`src/rtl/rc4_keystream_generator_assert.svh`:
```
// Assertion macros for the RC4 keystream generator.
// Used by the top level; relies on clk and rst_n being in scope.
`ifndef RC4_KEYSTREAM_GENERATOR_ASSERT_SVH
`define RC4_KEYSTREAM_GENERATOR_ASSERT_SVH

// Same-cycle implication, held off during reset.
`define RC4KG_ASSERT_IMPL(label, ante, cons) \
    label: assert property (@(posedge clk) disable iff (!rst_n) (ante) |-> (cons)) \
        else $error("rc4 keystream generator: check failed");

// Next-cycle implication, held off during reset.
`define RC4KG_ASSERT_NEXT(label, ante, cons) \
    label: assert property (@(posedge clk) disable iff (!rst_n) (ante) |=> (cons)) \
        else $error("rc4 keystream generator: check failed");

`endif

```
`src/rtl/rc4kg_pkg.sv`:
```
// Shared types and constants for the RC4 keystream generator.
// No dependencies; used by every module of the block.
package rc4kg_pkg;

    localparam int PERM_SIZE       = 256;
    localparam int PERM_W          = 8;
    localparam int KEY_LEN_DEFAULT = 16;
    localparam int COUNT_W         = 9;
    localparam int KEY_IDX_W       = 8;
    localparam int Q_DEPTH         = 2;

    localparam logic [COUNT_W-1:0] COUNT_MAX = 9'd511;

    localparam logic OP_LOAD = 1'b0;
    localparam logic OP_GEN  = 1'b1;

    localparam logic [1:0] ST_OK       = 2'd0;
    localparam logic [1:0] ST_LEN      = 2'd1;
    localparam logic [1:0] ST_UNKEYED  = 2'd2;
    localparam logic [1:0] ST_OVERFLOW = 2'd3;

    // Classified item, handed from the front end to the back end.
    typedef struct packed {
        logic                  is_gen;
        logic                  wr_en;
        logic [KEY_IDX_W-1:0]  key_slot;
        logic [7:0]            key_byte;
        logic                  sched;
        logic [1:0]            status;
    } cmd_t;

endpackage

```
`src/rtl/rc4kg_front.sv`:
```
// Front end: accepts items, tracks the key byte count and classifies each item.
// Depends on rc4kg_pkg.
module rc4kg_front
    import rc4kg_pkg::*;
#(
    parameter int KEY_LEN = KEY_LEN_DEFAULT
)
(
    input  logic        clk,
    input  logic        rst_n,
    input  logic        cmd_valid,
    output logic        cmd_ready,
    input  logic        opcode,
    input  logic [7:0]  key_byte,
    input  logic        key_last,
    output logic        push,
    output cmd_t        push_cmd,
    input  logic        q_full
);

    logic [COUNT_W-1:0] key_count_reg;
    logic [COUNT_W-1:0] key_count_next;
    logic [COUNT_W-1:0] count_inc;
    logic               room;

    assign cmd_ready = !q_full;
    assign push      = cmd_valid && !q_full;

    always_comb
    begin
        room      = key_count_reg < COUNT_W'(KEY_LEN);
        count_inc = (key_count_reg < COUNT_MAX) ? key_count_reg + 1'b1 : key_count_reg;

        push_cmd.is_gen    = (opcode == OP_GEN);
        push_cmd.wr_en     = 1'b0;
        push_cmd.key_slot  = key_count_reg[KEY_IDX_W-1:0];
        push_cmd.key_byte  = key_byte;
        push_cmd.sched     = 1'b0;
        push_cmd.status    = ST_OK;
        key_count_next     = key_count_reg;

        if (opcode == OP_LOAD)
        begin
            push_cmd.wr_en = room;
            if (key_last)
            begin
                if (count_inc == COUNT_W'(KEY_LEN))
                    push_cmd.sched = 1'b1;
                else
                    push_cmd.status = ST_LEN;
                key_count_next = '0;
            end
            else
            begin
                if (!room)
                    push_cmd.status = ST_OVERFLOW;
                key_count_next = count_inc;
            end
        end
    end

    always_ff @(posedge clk or negedge rst_n)
    begin
        if (!rst_n)
            key_count_reg <= '0;
        else if (push)
            key_count_reg <= key_count_next;
    end

endmodule

```
`src/rtl/rc4kg_queue.sv`:
```
// Short command queue between the front and back ends.
// Depends on rc4kg_pkg.
module rc4kg_queue
    import rc4kg_pkg::*;
(
    input  logic clk,
    input  logic rst_n,
    input  logic push,
    input  cmd_t push_cmd,
    output logic full,
    input  logic pop,
    output cmd_t head,
    output logic not_empty
);

    localparam int PTR_W = (Q_DEPTH > 1) ? $clog2(Q_DEPTH) : 1;
    localparam int CNT_W = $clog2(Q_DEPTH + 1);

    cmd_t             entry_reg [Q_DEPTH];
    logic [PTR_W-1:0] wr_ptr_reg;
    logic [PTR_W-1:0] rd_ptr_reg;
    logic [CNT_W-1:0] count_reg;

    assign full      = (count_reg == CNT_W'(Q_DEPTH));
    assign not_empty = (count_reg != '0);
    assign head      = entry_reg[rd_ptr_reg];

    always_ff @(posedge clk)
    begin
        if (push)
            entry_reg[wr_ptr_reg] <= push_cmd;
    end

    always_ff @(posedge clk or negedge rst_n)
    begin
        if (!rst_n)
        begin
            wr_ptr_reg <= '0;
            rd_ptr_reg <= '0;
            count_reg  <= '0;
        end
        else
        begin
            if (push)
                wr_ptr_reg <= (wr_ptr_reg == PTR_W'(Q_DEPTH - 1)) ? '0 : wr_ptr_reg + 1'b1;
            if (pop)
                rd_ptr_reg <= (rd_ptr_reg == PTR_W'(Q_DEPTH - 1)) ? '0 : rd_ptr_reg + 1'b1;
            if (push && !pop)
                count_reg <= count_reg + 1'b1;
            else if (pop && !push)
                count_reg <= count_reg - 1'b1;
        end
    end

endmodule

```
`src/rtl/rc4kg_back.sv`:
```
// Back end: key store, permutation memory, key schedule and output sequencer.
// Depends on rc4kg_pkg.
module rc4kg_back
    import rc4kg_pkg::*;
#(
    parameter int KEY_LEN = KEY_LEN_DEFAULT
)
(
    input  logic              clk,
    input  logic              rst_n,
    input  cmd_t              head,
    input  logic              not_empty,
    output logic              pop,
    output logic              res_valid,
    input  logic              res_ready,
    output logic [7:0]        stream_byte,
    output logic [1:0]        status,
    output logic              keyed
);

    localparam int KIDX_W = (KEY_LEN > 1) ? $clog2(KEY_LEN) : 1;

    localparam logic [3:0] S_IDLE   = 4'd0;
    localparam logic [3:0] S_FILL   = 4'd1;
    localparam logic [3:0] S_KSA_RD = 4'd2;
    localparam logic [3:0] S_KSA_J  = 4'd3;
    localparam logic [3:0] S_KSA_W1 = 4'd4;
    localparam logic [3:0] S_KSA_W2 = 4'd5;
    localparam logic [3:0] S_GEN_J  = 4'd6;
    localparam logic [3:0] S_GEN_W1 = 4'd7;
    localparam logic [3:0] S_GEN_W2 = 4'd8;
    localparam logic [3:0] S_GEN_RD = 4'd9;
    localparam logic [3:0] S_DONE   = 4'd10;

    logic [PERM_W-1:0] perm_mem [PERM_SIZE];
    logic [7:0]        key_mem  [KEY_LEN];

    logic [3:0]        state_reg, state_next;
    logic [PERM_W-1:0] i_reg, i_next;
    logic [PERM_W-1:0] j_reg, j_next;
    logic [PERM_W-1:0] si_reg, si_next;
    logic [PERM_W-1:0] sj_reg, sj_next;
    logic [KIDX_W-1:0] kidx_reg, kidx_next;
    logic              keyed_reg, keyed_next;
    logic [1:0]        pend_status_reg, pend_status_next;
    logic              gen_ok_reg, gen_ok_next;

    logic              res_valid_reg, res_valid_next;
    logic [7:0]        stream_reg;
    logic [1:0]        status_reg;
    logic              keyed_out_reg;
    logic              load_out;

    logic              perm_we, perm_re;
    logic [PERM_W-1:0] perm_addr, perm_wdata, perm_rdata_reg;
    logic              key_we, key_re;
    logic [KIDX_W-1:0] key_waddr;
    logic [7:0]        key_wdata, key_rdata_reg;
    logic [PERM_W-1:0] jsum;

    assign res_valid   = res_valid_reg;
    assign stream_byte = stream_reg;
    assign status      = status_reg;
    assign keyed       = keyed_out_reg;

    always_comb
    begin
        state_next       = state_reg;
        i_next           = i_reg;
        j_next           = j_reg;
        si_next          = si_reg;
        sj_next          = sj_reg;
        kidx_next        = kidx_reg;
        keyed_next       = keyed_reg;
        pend_status_next = pend_status_reg;
        gen_ok_next      = gen_ok_reg;
        pop              = 1'b0;
        load_out         = 1'b0;
        perm_we          = 1'b0;
        perm_re          = 1'b0;
        perm_addr        = i_reg;
        perm_wdata       = i_reg;
        key_we           = 1'b0;
        key_re           = 1'b0;
        key_waddr        = head.key_slot[KIDX_W-1:0];
        key_wdata        = head.key_byte;
        jsum             = j_reg + perm_rdata_reg
                           + ((state_reg == S_KSA_J) ? key_rdata_reg : 8'd0);

        case (state_reg)
            S_IDLE:
            begin
                if (not_empty)
                begin
                    pop = 1'b1;
                    if (head.is_gen)
                    begin
                        if (keyed_reg)
                        begin
                            i_next           = i_reg + 1'b1;
                            perm_re          = 1'b1;
                            perm_addr        = i_reg + 1'b1;
                            gen_ok_next      = 1'b1;
                            pend_status_next = ST_OK;
                            state_next       = S_GEN_J;
                        end
                        else
                        begin
                            gen_ok_next      = 1'b0;
                            pend_status_next = ST_UNKEYED;
                            state_next       = S_DONE;
                        end
                    end
                    else
                    begin
                        key_we           = head.wr_en;
                        gen_ok_next      = 1'b0;
                        pend_status_next = head.status;
                        if (head.sched)
                        begin
                            i_next     = '0;
                            state_next = S_FILL;
                        end
                        else
                            state_next = S_DONE;
                    end
                end
            end
            S_FILL:
            begin
                perm_we = 1'b1;
                i_next  = i_reg + 1'b1;
                if (i_reg == '1)
                begin
                    j_next     = '0;
                    kidx_next  = '0;
                    state_next = S_KSA_RD;
                end
            end
            S_KSA_RD:
            begin
                perm_re    = 1'b1;
                key_re     = 1'b1;
                state_next = S_KSA_J;
            end
            S_KSA_J:
            begin
                si_next    = perm_rdata_reg;
                j_next     = jsum;
                perm_re    = 1'b1;
                perm_addr  = jsum;
                state_next = S_KSA_W1;
            end
            S_KSA_W1:
            begin
                perm_we    = 1'b1;
                perm_wdata = perm_rdata_reg;
                state_next = S_KSA_W2;
            end
            S_KSA_W2:
            begin
                perm_we    = 1'b1;
                perm_addr  = j_reg;
                perm_wdata = si_reg;
                i_next     = i_reg + 1'b1;
                kidx_next  = (kidx_reg == KIDX_W'(KEY_LEN - 1)) ? '0 : kidx_reg + 1'b1;
                if (i_reg == '1)
                begin
                    j_next     = '0;
                    keyed_next = 1'b1;
                    state_next = S_DONE;
                end
                else
                    state_next = S_KSA_RD;
            end
            S_GEN_J:
            begin
                si_next    = perm_rdata_reg;
                j_next     = jsum;
                perm_re    = 1'b1;
                perm_addr  = jsum;
                state_next = S_GEN_W1;
            end
            S_GEN_W1:
            begin
                sj_next    = perm_rdata_reg;
                perm_we    = 1'b1;
                perm_wdata = perm_rdata_reg;
                state_next = S_GEN_W2;
            end
            S_GEN_W2:
            begin
                perm_we    = 1'b1;
                perm_addr  = j_reg;
                perm_wdata = si_reg;
                state_next = S_GEN_RD;
            end
            S_GEN_RD:
            begin
                perm_re    = 1'b1;
                perm_addr  = si_reg + sj_reg;
                state_next = S_DONE;
            end
            S_DONE:
            begin
                if (!res_valid_reg || res_ready)
                begin
                    load_out   = 1'b1;
                    state_next = S_IDLE;
                end
            end
            default:
            begin
                state_next = S_IDLE;
            end
        endcase
    end

    assign res_valid_next = load_out ? 1'b1 : (res_ready ? 1'b0 : res_valid_reg);

    // Permutation memory: single port, registered read.
    always_ff @(posedge clk)
    begin
        if (perm_we)
            perm_mem[perm_addr] <= perm_wdata;
        else if (perm_re)
            perm_rdata_reg <= perm_mem[perm_addr];
    end

    // Key store: one write port, one registered read port.
    always_ff @(posedge clk)
    begin
        if (key_we)
            key_mem[key_waddr] <= key_wdata;
        if (key_re)
            key_rdata_reg <= key_mem[kidx_reg];
    end

    always_ff @(posedge clk)
    begin
        si_reg          <= si_next;
        sj_reg          <= sj_next;
        kidx_reg        <= kidx_next;
        pend_status_reg <= pend_status_next;
        gen_ok_reg      <= gen_ok_next;
        if (load_out)
        begin
            stream_reg <= gen_ok_reg ? perm_rdata_reg : 8'd0;
            status_reg <= pend_status_reg;
        end
    end

    always_ff @(posedge clk or negedge rst_n)
    begin
        if (!rst_n)
        begin
            state_reg     <= S_IDLE;
            i_reg         <= '0;
            j_reg         <= '0;
            keyed_reg     <= 1'b0;
            res_valid_reg <= 1'b0;
            keyed_out_reg <= 1'b0;
        end
        else
        begin
            state_reg     <= state_next;
            i_reg         <= i_next;
            j_reg         <= j_next;
            keyed_reg     <= keyed_next;
            res_valid_reg <= res_valid_next;
            if (load_out)
                keyed_out_reg <= keyed_reg;
        end
    end

endmodule

```
`src/rtl/rc4_keystream_generator.sv`:
```
// RC4 keystream generator: byte-serial key load, key schedule, keystream output.
// Instantiates rc4kg_front, rc4kg_queue and rc4kg_back; uses rc4kg_pkg and the
// assertion macros in rc4_keystream_generator_assert.svh.
//
// Usage: send key bytes with opcode 0, marking the final one with key_last.
// When exactly KEY_LEN bytes were sent, the last item runs the RC4 key
// schedule and its result reports keyed = 1; a wrong count returns status 1
// and leaves any earlier key in force, and bytes beyond KEY_LEN return
// status 3 and are dropped. Opcode 1 returns one keystream byte per item
// (status 2 and byte 0 while unkeyed). Every item gets exactly one result.
// Timing: the front end takes an item every cycle while its two-entry queue
// has room. The back end works one item at a time on a single-port 256x8
// permutation memory: a keystream byte takes three reads, two writes and a
// final step to issue the result, and the key schedule item runs an identity
// fill pass, then two reads and two writes per schedule step. The result
// register lets the back end finish one more item while a result waits to be
// taken. No clearing pass is needed after reset: the permutation is only read
// once a schedule has rewritten it.
`include "rc4_keystream_generator_assert.svh"

module rc4_keystream_generator
    import rc4kg_pkg::*;
#(
    parameter int KEY_LEN = KEY_LEN_DEFAULT
)
(
    input  logic       clk,
    input  logic       rst_n,
    input  logic       cmd_valid,
    output logic       cmd_ready,
    input  logic       opcode,
    input  logic [7:0] key_byte,
    input  logic       key_last,
    output logic       res_valid,
    input  logic       res_ready,
    output logic [7:0] stream_byte,
    output logic [1:0] status,
    output logic       keyed
);

    // Front end to queue.
    logic push;
    cmd_t push_cmd;
    logic q_full;

    // Queue to back end.
    logic pop;
    cmd_t head;
    logic not_empty;

    rc4kg_front #(
        .KEY_LEN (KEY_LEN)
    ) u_front (
        .clk       (clk),
        .rst_n     (rst_n),
        .cmd_valid (cmd_valid),
        .cmd_ready (cmd_ready),
        .opcode    (opcode),
        .key_byte  (key_byte),
        .key_last  (key_last),
        .push      (push),
        .push_cmd  (push_cmd),
        .q_full    (q_full)
    );

    rc4kg_queue u_queue (
        .clk       (clk),
        .rst_n     (rst_n),
        .push      (push),
        .push_cmd  (push_cmd),
        .full      (q_full),
        .pop       (pop),
        .head      (head),
        .not_empty (not_empty)
    );

    // Back end owns the key store, permutation and result register.
    rc4kg_back #(
        .KEY_LEN (KEY_LEN)
    ) u_back (
        .clk         (clk),
        .rst_n       (rst_n),
        .head        (head),
        .not_empty   (not_empty),
        .pop         (pop),
        .res_valid   (res_valid),
        .res_ready   (res_ready),
        .stream_byte (stream_byte),
        .status      (status),
        .keyed       (keyed)
    );

    // An unkeyed generate item never reports a key or a byte.
    `RC4KG_ASSERT_IMPL(a_unkeyed_clean, res_valid && (status == ST_UNKEYED), (stream_byte == 8'd0) && !keyed)
    // Error results carry no keystream byte.
    `RC4KG_ASSERT_IMPL(a_err_no_byte, res_valid && ((status == ST_LEN) || (status == ST_OVERFLOW)), stream_byte == 8'd0)
    // Once keyed, the block never reports unkeyed again.
    `RC4KG_ASSERT_NEXT(a_keyed_sticky, keyed, keyed)

endmodule

```
`config.mk`:
```
export PLATFORM = sky130hd
export DESIGN_NAME = rc4_keystream_generator
export DESIGN_NICKNAME = d
export VERILOG_FILES = /design/src/rtl/rc4kg_pkg.sv /design/src/rtl/rc4kg_front.sv /design/src/rtl/rc4kg_queue.sv /design/src/rtl/rc4kg_back.sv /design/src/rtl/rc4_keystream_generator.sv
export VERILOG_INCLUDE_DIRS = /design/src /design/src/rtl
export SDC_FILE = /design/constraint.sdc
export NUM_CORES = 2
export LEC_CHECK = 0
export BUFFER_PORTS_ARGS = -buffer_cell sky130_fd_sc_hd__buf_2
export CORE_ASPECT_RATIO = 0.8
export CORE_MARGIN = 2
export CORE_UTILIZATION = 45
export CTS_BUF_LIST = sky130_fd_sc_hd__clkbuf_4 sky130_fd_sc_hd__clkbuf_8 sky130_fd_sc_hd__clkbuf_16
export DETAILED_ROUTE_END_ITERATION = 8
export SLEW_MARGIN = 20
export SYNTH_ARGS = -nofsm -noshare
export SYNTH_HDL_FRONTEND = slang
export SYNTH_SLANG_ARGS = --single-unit
```
`constraint.sdc`:
```
create_clock -name clk -period 6.31 [get_ports clk]
set_input_delay 1.262 -clock clk [delete_from_list [all_inputs] [get_ports clk]]
set_output_delay 1.262 -clock clk [all_outputs]
set_load 0.005 [all_outputs]
```
==> results.json <==
{
  "largest_reg_flops": 2048,
  "period_needed_ps": 6050,
  "hold_viol": 0,
  "grt_pass1_vias": 44500,
  "design_area_mm2": 0.101,
  "yosysMostFrequentCell": "edfxtp_1",
  "drive_above_1_share": 0.225,
  "postRouteAntennaNets": 0,
  "core_area_mm2": 0.198,
  "finalWeightedCongestion": 0.864,
  "drtIter0Drc": 6117,
  "cts_sinks": 2295,
  "yosysUniqueCellTypes": 69,
  "cts.hold.buffers_added": 0,
  "fill_cells": 15700,
  "yosysWarnings": 0,
  "area_delta_synth_final_pct": 13.1,
  "hold_path.class": "reg -> reg",
  "cts.path.max_buffers": 3,
  "cts_root_buf": "clkbuf_16",
  "cts_max_level": 4,
  "netlist_area_mm2": 0.0893,
  "yosysTopAreaCellShare": 0.759,
  "die_h_um": 403,
  "setup_violations": 0,
  "path_class": "reg -> reg",
  "synth_edf_count": 2259,
  "tightestPinTransition_ps": 1160,
  "ys.flop_type": "edfxtp_1",
  "synth_cells": 4541,
  "yosys-top-cells-count": "2,259 x edfxtp_1, 424 x mux4_2, 324 x nor2_1",
  "slew_headroom": 0.228,
  "fin_worst_skew_ps": 46.5,
  "start_kind": "flop",
  "post_drt_wl_per_cell_um": 29.8,
  "cts-buffers-inserted": 211,
  "start_util": 0.452,
  "path_clk_slew_ps": 70,
  "fin_crit_sh": 0.959,
  "synth_seq_area_share": 0.769,
  "grt_overflow_total": 0,
  "grt_setup_unrepaired": "yes",
  "path_max_fanout": 16,
  "synth_nets": 4581,
  "via_per_inst": 6.03,
  "io_pins": 27,
  "drt_wl_total_um": 225000,
  "die_width_um": 502,
  "port_buffers": 26,
  "worst_ep_arrival_time_ps": 6480,
  "cap_violations": 0,
  "fin_nets": 4740,
  "antenna_found_initial": 5,
  "slew_violations": 0,
  "fmax_ghz": 0.165,
  "cts_tree": "done",
  "synth_top_area_cell": "edfxtp_1",
  "async_flop_share": 0.0157,
  "dp_hpwl_um": 133000,
  "endpoint_kind": "flop",
  "ys_seq_elements": 2295,
  "fp.dieArea_mm2": 0.202,
  "dr.pass1.iters": 6,
  "grt_pass1_wl_um": 325000,
  "grt_usage": 0.221,
  "grt_start_max_net_pins": 181,
  "avgSynthCellArea_um2": 19.7,
  "synthTopCellsByArea": "edfxtp_1 76%, mux4_2 11%, a22o_1 2.6%, a22oi_1 2.0%, nor2_1 1.4%",
  "diodes": 0,
  "cp.required_ps": 6740,
  "postPlaceCellArea_mm2": 0.0936,
  "outcome": "complete, no violations",
  "vias": 45500,
  "drc_errors": 0,
  "clock_latency_ps": 840,
  "num_rows": 146
}
## area by class of cell
class	count	area (um2)	share of cell area
Timing Repair Buffer	223	2100	0.0208
Sequential cell	2295	68700	0.680
Clock buffer	256	5670	0.0561
Multi-Input combinational cell	1950	19500	0.193
Clock inverter	139	1610	0.0159
Tap cell	2664	3330	0.0330
Inverter	19	71.3	0.000706
## timing repair
action | in CTS | in global routing
endpoints found under the setup margin | 3 | 456
setup buffers | 0 | 4
gates resized for setup | 0 | 36
pin swaps | 0 | 1
## final timing paths
| path | startpoint | to | slack (ps) | cells past startpoint |
|---|---|---|---|---|
| min reg2reg | u_back.pend_status_reg[0] | u_back.status[0] | 420 | 0 |
| max | u_back.state_reg[3] | u_back.perm_mem[162][0] | 260 | 16 |
| max reg2reg | u_back.state_reg[3] | u_back.perm_mem[162][0] | 260 | 16 |
| min | u_back.pend_status_reg[0] | u_back.status[0] | 420 | 0 |
| min in group asynchronous | rst_n | u_front.key_count_reg[6] | 560 | 1 |
| max in group asynchronous | rst_n | u_back.i_reg[5] | 5160 | 1 |
## stage by stage
step	cells	TNS (ps)	hold WS (ps)	worst slack (ps)	utilization
after detailed placement	7145	-114	407	-14.5	0.473
after global routing	7546	-6.76	432	-2.43	0.511
final	7546	0	421	261	0.511
after CTS	7540	-8.70	422	-3.03	0.510
after floorplan	4541	0	400	600	-
after global placement	7145	-3710	403	-120	0.473
## cell usage in the layout, fill, tap and decap left out, drive strengths merged, types with 92 or more instances in the layout
| master | netlist | final |
|---|---|---|
| a22o | 269 | 269 |
| clkbuf | 150 | 256 |
| a22oi | 233 | 233 |
| mux4 | 424 | 424 |
| o21ai | 163 | 163 |
| nand2 | 162 | 162 |
| nor2 | 324 | 324 |
| buf | 127 | 223 |
| clkinv | 0 | 92 |
| edfxtp | 2259 | 2259 |
## routing by layer
metal	global-route usage	wire length, um
met5	0	0
met4	0.0444	4170
met3	0.0472	19200
met2	0.324	101000
met1	0.344	101000
## worst max-delay path: stages, from the launching register on
cell and delay, ps:
dfrtp_1 390, and4bb_1 420, nand2_1 130, fa_1 500, inv_1 50, ha_1 210
fa_1 460, a21o_1 200, a21oi_1 250, o21bai_1 100, a21oi_1 190, xnor2_1 110
o221ai_1 400, o22a_1 310, o21a_1 570, nand3_2 590, nor2_1 740
## logic make-up after synthesis
kind of cell | Yosys count | synth area share
adder cells (fa/ha/maj) | 26 | 0.00440
flip-flops | 2295 | 0.769
multiplexers | 443 | 0.109
buffers and inverters | 296 | 0.0154
AND/OR/NAND/NOR | 613 | 0.0292
AO/OA/AOI/OAI | 840 | 0.0696
XOR/XNOR | 28 | 0.00275
Power is left out: the tool's default activity adds up to more than one toggle a clock period on the data nets, which glitch-free logic cannot reach.
